--- config.mk ---
export PLATFORM = sky130hd
export DESIGN_NAME = last_prime_finder
export DESIGN_NICKNAME = d
export VERILOG_FILES = /design/src/hdl/lpf_pkg.sv /design/src/hdl/lpf_ctrl.sv /design/src/hdl/lpf_dp.sv /design/src/hdl/last_prime_finder.sv
export SDC_FILE = /design/constraint.sdc
export NUM_CORES = 1
export LEC_CHECK = 0
export BUFFER_PORTS_ARGS = -buffer_cell sky130_fd_sc_hd__buf_4
export CAP_MARGIN = 25
export CORE_MARGIN = 2
export CORE_UTILIZATION = 65
export DETAILED_ROUTE_END_ITERATION = 16
export PLACE_DENSITY = 0.95
export SLEW_MARGIN = 15
export SYNTH_ARGS = -nofsm -noshare
export SYNTH_HDL_FRONTEND = slang
export SYNTH_HIERARCHICAL = 1
export SYNTH_SLANG_ARGS = --single-unit
--- constraint.sdc ---
create_clock -name clk -period 10.1 [get_ports clk]
set_input_delay 2.02 -clock clk [delete_from_list [all_inputs] [get_ports clk]]
set_output_delay 2.02 -clock clk [all_outputs]
set_load 0.1 [all_outputs]
--- src/hdl/lpf_pkg.sv ---
// ----------------------------------------------------------------------------
// lpf_pkg: shared types and constants for the last prime finder
// Holds the default value width, controller states and the command/status
// structs that join the controller and the datapath.
// ----------------------------------------------------------------------------
package lpf_pkg;

  localparam int VALUE_BITS_DEF = 16;

  typedef enum logic [2:0] {
    ST_IDLE,
    ST_SCREEN,
    ST_DIV,
    ST_NEXT,
    ST_COMMIT
  } lpf_state_t;

  // controller -> datapath
  typedef struct packed {
    logic load;       // capture input word, d = 3, d*d = 9
    logic start_div;  // clear remainder, start serial divide
    logic div_step;   // one restoring-divide bit
    logic advance;    // d += 2, d*d updated
    logic commit;     // close out the current word
    logic is_prime;   // verdict that goes with commit
  } lpf_cmd_t;

  // datapath -> controller
  typedef struct packed {
    logic below_two;
    logic is_two;
    logic is_even;
    logic sq_over;    // d*d > value
    logic div_done;   // current step is the last divide bit
    logic rem_zero;
    logic is_last;
    logic out_free;   // output register empty or draining this cycle
  } lpf_sts_t;

endpackage

--- src/hdl/lpf_ctrl.sv ---
// ----------------------------------------------------------------------------
// lpf_ctrl: sequencer for the trial-division test
// Screens each word, walks odd divisors through the serial divider and
// commits the verdict.
// ----------------------------------------------------------------------------
module lpf_ctrl (
  input  logic              clk,
  input  logic              rst_n,
  input  logic              in_valid,
  output logic              in_stall,
  input  lpf_pkg::lpf_sts_t sts,
  output lpf_pkg::lpf_cmd_t cmd
);

  lpf_pkg::lpf_state_t state_r, state_nxt;
  logic                prime_r, prime_nxt;

  always_ff @(posedge clk) begin
    if (!rst_n) begin
      state_r <= lpf_pkg::ST_IDLE;
      prime_r <= 1'b0;
    end else begin
      state_r <= state_nxt;
      prime_r <= prime_nxt;
    end
  end

  always_comb begin
    state_nxt = state_r;
    prime_nxt = prime_r;
    cmd       = '0;
    in_stall  = 1'b1;
    case (state_r)
      lpf_pkg::ST_IDLE: begin
        in_stall = 1'b0;
        if (in_valid) begin
          cmd.load  = 1'b1;
          state_nxt = lpf_pkg::ST_SCREEN;
        end
      end
      lpf_pkg::ST_SCREEN: begin
        if (sts.below_two || (sts.is_even && !sts.is_two)) begin
          prime_nxt = 1'b0;
          state_nxt = lpf_pkg::ST_COMMIT;
        end else if (sts.is_two || sts.sq_over) begin
          prime_nxt = 1'b1;
          state_nxt = lpf_pkg::ST_COMMIT;
        end else begin
          cmd.start_div = 1'b1;
          state_nxt     = lpf_pkg::ST_DIV;
        end
      end
      lpf_pkg::ST_DIV: begin
        cmd.div_step = 1'b1;
        if (sts.div_done) begin
          state_nxt = lpf_pkg::ST_NEXT;
        end
      end
      lpf_pkg::ST_NEXT: begin
        if (sts.rem_zero) begin
          prime_nxt = 1'b0;
          state_nxt = lpf_pkg::ST_COMMIT;
        end else begin
          cmd.advance = 1'b1;
          state_nxt   = lpf_pkg::ST_SCREEN;
        end
      end
      lpf_pkg::ST_COMMIT: begin
        // a final word waits for room in the output register
        if (!sts.is_last || sts.out_free) begin
          cmd.commit   = 1'b1;
          cmd.is_prime = prime_r;
          state_nxt    = lpf_pkg::ST_IDLE;
        end
      end
      default: begin
        state_nxt = lpf_pkg::ST_IDLE;
      end
    endcase
  end

endmodule

--- src/hdl/lpf_dp.sv ---
// ----------------------------------------------------------------------------
// lpf_dp: datapath for the last prime finder
// Word register, odd divisor and its square, bit-serial restoring remainder,
// kept prime and the output register.
// ----------------------------------------------------------------------------
module lpf_dp #(
  parameter int VALUE_BITS = lpf_pkg::VALUE_BITS_DEF
) (
  input  logic                  clk,
  input  logic                  rst_n,
  input  logic [VALUE_BITS-1:0] in_value,
  input  logic                  in_is_last,
  output logic                  out_valid,
  input  logic                  out_stall,
  output logic                  out_found,
  output logic [VALUE_BITS-1:0] out_last_prime,
  input  lpf_pkg::lpf_cmd_t     cmd,
  output lpf_pkg::lpf_sts_t     sts
);

  localparam int SQ_BITS  = VALUE_BITS + 3;
  localparam int CNT_BITS = $clog2(VALUE_BITS);

  logic [VALUE_BITS-1:0] value_r, div_r, rem_r, shift_r, kept_r, oprime_r;
  logic [SQ_BITS-1:0]    sq_r;
  logic [CNT_BITS-1:0]   cnt_r;
  logic                  last_r, have_r, ovalid_r, ofound_r;
  logic [VALUE_BITS:0]   trial;
  logic                  fits;

  assign trial = {rem_r, shift_r[VALUE_BITS-1]};
  assign fits  = trial >= {1'b0, div_r};

  // payload registers
  always_ff @(posedge clk) begin
    if (cmd.load) begin
      value_r <= in_value;
      last_r  <= in_is_last;
      div_r   <= VALUE_BITS'(3);
      sq_r    <= SQ_BITS'(9);
    end else if (cmd.advance) begin
      div_r <= div_r + VALUE_BITS'(2);
      sq_r  <= sq_r + SQ_BITS'({div_r, 2'b00}) + SQ_BITS'(4);
    end
    if (cmd.start_div) begin
      rem_r   <= '0;
      shift_r <= value_r;
      cnt_r   <= '0;
    end else if (cmd.div_step) begin
      rem_r   <= fits ? VALUE_BITS'(trial - {1'b0, div_r}) : trial[VALUE_BITS-1:0];
      shift_r <= {shift_r[VALUE_BITS-2:0], 1'b0};
      cnt_r   <= cnt_r + CNT_BITS'(1);
    end
    if (cmd.commit && last_r) begin
      ofound_r <= have_r | cmd.is_prime;
      oprime_r <= cmd.is_prime ? value_r : kept_r;
    end
  end

  // kept prime and output valid
  always_ff @(posedge clk) begin
    if (!rst_n) begin
      kept_r   <= '0;
      have_r   <= 1'b0;
      ovalid_r <= 1'b0;
    end else begin
      if (cmd.commit && last_r) begin
        kept_r   <= '0;
        have_r   <= 1'b0;
        ovalid_r <= 1'b1;
      end else begin
        if (cmd.commit && cmd.is_prime) begin
          kept_r <= value_r;
          have_r <= 1'b1;
        end
        if (!out_stall) begin
          ovalid_r <= 1'b0;
        end
      end
    end
  end

  assign out_valid      = ovalid_r;
  assign out_found      = ofound_r;
  assign out_last_prime = oprime_r;

  always_comb begin
    sts.below_two = value_r < VALUE_BITS'(2);
    sts.is_two    = value_r == VALUE_BITS'(2);
    sts.is_even   = ~value_r[0];
    sts.sq_over   = sq_r > SQ_BITS'(value_r);
    sts.div_done  = cnt_r == CNT_BITS'(VALUE_BITS - 1);
    sts.rem_zero  = rem_r == '0;
    sts.is_last   = last_r;
    sts.out_free  = !ovalid_r || !out_stall;
  end

endmodule

--- src/hdl/last_prime_finder.sv ---
// ----------------------------------------------------------------------------
// last_prime_finder: latest prime of a word sequence, by trial division
// Tests each input word for primality and reports the latest prime of the
// sequence when the word flagged as last has been examined.
// ----------------------------------------------------------------------------
// Usage:
//   Input channel in_valid/in_stall carries in_value and in_is_last. A word
//   is taken when in_valid is high and in_stall low. One word is worked on
//   at a time; in_stall stays high until its verdict is committed.
//   Output channel out_valid/out_stall carries out_found and out_last_prime,
//   one result word per sequence, after the word with in_is_last set.
//   out_last_prime is 0 when no prime was seen.
// Steps (VALUE_BITS = N):
//   Words below 2, even words and 2 itself: load, screen and commit.
//   Otherwise each odd divisor d with d*d <= value takes the screen step,
//   N steps of the bit-serial remainder unit and the remainder check; a
//   16-bit prime near 65521 takes about 127 divisors. The serial remainder
//   loop sets the rate.
// Stall: the result sits in an output register; new words are still taken
//   while it waits. A final word whose result finds that register full
//   holds at commit until the receiver drains it.
// Reset (rst_n low, synchronous): clears the sequencer, the kept prime and
//   the output valid.
// ----------------------------------------------------------------------------
module last_prime_finder #(
  parameter int VALUE_BITS = lpf_pkg::VALUE_BITS_DEF
) (
  input  logic                  clk,
  input  logic                  rst_n,
  input  logic                  in_valid,
  output logic                  in_stall,
  input  logic [VALUE_BITS-1:0] in_value,
  input  logic                  in_is_last,
  output logic                  out_valid,
  input  logic                  out_stall,
  output logic                  out_found,
  output logic [VALUE_BITS-1:0] out_last_prime
);

  lpf_pkg::lpf_cmd_t cmd;
  lpf_pkg::lpf_sts_t sts;

  // sequencer: screen, divide, advance divisor, commit
  lpf_ctrl u_ctrl (
    .clk      (clk),
    .rst_n    (rst_n),
    .in_valid (in_valid),
    .in_stall (in_stall),
    .sts      (sts),
    .cmd      (cmd)
  );

  // word, divisor, remainder unit, kept prime, output register
  lpf_dp #(
    .VALUE_BITS (VALUE_BITS)
  ) u_dp (
    .clk            (clk),
    .rst_n          (rst_n),
    .in_value       (in_value),
    .in_is_last     (in_is_last),
    .out_valid      (out_valid),
    .out_stall      (out_stall),
    .out_found      (out_found),
    .out_last_prime (out_last_prime),
    .cmd            (cmd),
    .sts            (sts)
  );

endmodule

==> results.md <==
* Post-synth top cells: 77 x nand2_1, 73 x dfxtp_1, 60 x ha_1
* Yosys cell types at 73
* Post-synthesis register bit count at 123
* Startpoint types: flip-flop
* Count leader, synth: nand2_1
* Layout cells sized above 1 at 16.0%
* Met3 Usage GRT at 8.73%
* Post_cts resized at 0
* Max-cap violations at 0
* Setup bufs post-CTS at 0
* Register area share after synthesis at 41.6%
* Final period utilization at 41.3%
* Top-level port count at 40
* CP max FO at 29
* RSZ-0062 raised after global routing: false
* Drt first pass iters at 6
* Die area at 11800 sq um
* Leakage at 0.00334 uW
* Vias in the first global route at 6139
* Crit-path cells: inv_1, ha_1, nand4_1, nor2_1, nand4_1, a2111oi_0, nand2_1, nor3_2, and3_4, nor2_1, inv_1
* DR vias/cell at 6.90
* Final Wtd Congestion at 0.893
* Num Clock Sinks at 123
* Final WL at 20.7 mm
* Synth top area cells: edfxtp_1 21%, dfxtp_1 21%, ha_1 11%, mux2_2 5.1%, nand2_1 4.1%
* Synth area leader: edfxtp_1
* Number of DRC markers in iteration 0 at 853
* Synthesis-to-finish area growth at 13.3%
* Core Area at 10700 sq um
* # nets final at 843
* Pwr Total at 1930 uW
* Peak VDD IR at 0.000167 V
* Status: complete, no violations
* DRC violation count after routing at 0
* Final setup fails at 0
* Die span in y at 109 um
* Input/output buffers at 39
* Synth warn at 6
* Synth top area share at 21.1%
* Gate power share at 37.5%
* CTS tree: yes
* Critical Path RT at 10.26 ns
* Die W at 109 um
* Synth Area per Inst at 9.79 sq um
* CP max-delay cell: a2111oi_0
* Syn Nets at 810
* Largest net degree at the start of global routing at 59
* Grt total ovfl at 0
* Seq pwr share at 32.7%
* Int Pwr at 1230 uW
* Kind of critical path: flip-flop to flip-flop
* Fmax at 240 MHz
* Worst skew pair latency at 0.54 ns
* Met2 usage at 59.7%
* Cell row count at 38
* Min Hold Slack at 0.486 ns
* Initial antenna violation count at 0
* Gr usage total at 35.0%
* Skew final at 0.00845 ns
* Detail Placement HPWL at 12.7 mm
* Pwr per Cell Area at 239 nW/um^2
* Syn Inst Count at 727
* Sw power at 703 uW
* Clk buf depth at 2
* Fillers at 578
* Post-Syn Area at 7120 sq um
* Antenna fix cells at 0
* Sw Share at 36.5%
* Setup TNS at 0 ns
* Crit path time final at 4.17 ns
* Asr flop ratio synth at 0%
* Final Hold Viols at 0
* H-tree levels at 4
* Met1 global-route usage at 39.5%
* GRT Max-Usage Layer: met2
* Initial Util at 66.2%
* Measured slew at the worst slew-check pin at 0.991 ns
* Worst min path class: flip-flop to flip-flop
* Post-synth EDFFs at 50
* CP peak stage delay at 0.63 ns
* Slew HR at 33.9%
* Vias at 6298
* Num CTS Buffers at 17
* Final Max Tran Viols at 0
* Antenna violation net count after detailed routing at 0
* Arr. time, crit path at 4.34 ns
* Crit path capture type: flip-flop
* Routed WL per cell at 22.6 um
* Hold_buf cts at 0
* Global-route wire length before repair at 31.4 mm
* Root Driver: clkbuf_8
* Predominant post-synthesis flop cell: dfxtp_1
* Clock-pin slew on the worst setup and hold paths at 0.06 ns
* Clock power frac at 29.8%
[sequential cells by signal, summed over array words and instances (netlist names), 3 cells and up]
signal,count
u_dp/out_last_prime,16
u_dp/cnt_r,4
u_dp/value_r,16
u_dp/div_r,15
u_ctrl/state_r,3
u_dp/sq_r,16
u_dp/kept_r,16
u_dp/shift_r,16
u_dp/rem_r,16
[through the flow]
stage / cell area, sq um / util, % / cells / worst slack, ns
6_report: 8060 / 75.0 / 913 / 5.93
2_1_floorplan: 7120 / - / 727 / 6.11
4_1_cts: 8060 / 75.0 / 912 / 6.07
5_1_grt: 8060 / 75.0 / 913 / 5.88
3_3_place_gp: 7490 / 69.7 / 879 / 5.89
3_5_place_dp: 7510 / 69.9 / 880 / 5.65
[per-layer routing]
metal / vias up / routed length (um)
li1: 2704 / -
met1: 2968 / 7550
met2: 487 / 9940
met3: 139 / 1810
met4: 0 / 1350
met5: - / 0
[logic make-up (layout without fill, tap and decap cells)]
logic type	after synthesis	in the layout	share of synthesized area, %
AND/OR/NAND/NOR	227	227	16.1
AO/OA/AOI/OAI	163	163	15.8
flip-flops	123	123	41.6
buffers and inverters	73	119	4.20
adder cells (fa/ha/maj)	62	62	11.1
multiplexers	49	49	7.45
XOR/XNOR	30	30	3.69
[worst max-delay path, delay by kind of cell, from the launching register on]
kind                     cells  cell delay, ns
adder cells (fa/ha/maj)      1            0.34
flip-flops                   1            0.43
AO/OA/AOI/OAI                1            0.63
buffers and inverters        2            0.62
AND/OR/NAND/NOR              7            1.76
[power groups by stage]
stage / Clock (uW) / Combinational [uW] / Sequential, uW
final: 574 / 723 / 631
after global routing: 600 / 770 / 631
after CTS: 573 / 695 / 624
after detailed placement: 0 / 679 / 629
after global placement: 0 / 633 / 628
after floorplan: 0 / 538 / 626
[final cells by class]
| cell class | instances | area [sq um] | share of cell area (%) |
|---|---|---|---|
| Multi-Input combinational cell | 531 | 3880 | 48.1 |
| Sequential cell | 123 | 2960 | 36.7 |
| Clock buffer | 20 | 425 | 5.28 |
| Timing Repair Buffer | 44 | 338 | 4.19 |
| Tap cell | 140 | 175 | 2.17 |
| Inverter | 43 | 161 | 2.00 |
| Clock inverter | 12 | 124 | 1.54 |
[worst paths after layout]
check        slack [ns]  cells past startpoint                     endpoint                         from
min reg2reg        0.49                      2  u_dp/kept_r[9]$_SDFFE_PP0P_  u_dp/kept_r[9]$_SDFFE_PP0P_
max                5.93                     11    u_dp/shift_r[4]$_DFFE_PP_   u_dp/value_r[12]$_DFFE_PP_
max reg2reg        5.93                     11    u_dp/shift_r[4]$_DFFE_PP_   u_dp/value_r[12]$_DFFE_PP_
min                0.49                      2  u_dp/kept_r[9]$_SDFFE_PP0P_  u_dp/kept_r[9]$_SDFFE_PP0P_
[placed cells by master, fill, tap and decap left out, types with 17 or more instances in the layout]
master / n
o21ai_0: 30
mux2_2: 32
inv_1: 43
a21oi_1: 45
xnor2_1: 23
nor2_1: 54
buf_4: 43
nand2_1: 77
edfxtp_1: 50
a21o_1: 19
dfxtp_1: 73
mux2i_1: 17
ha_1: 60
Power figures use the tool's default switching activity.
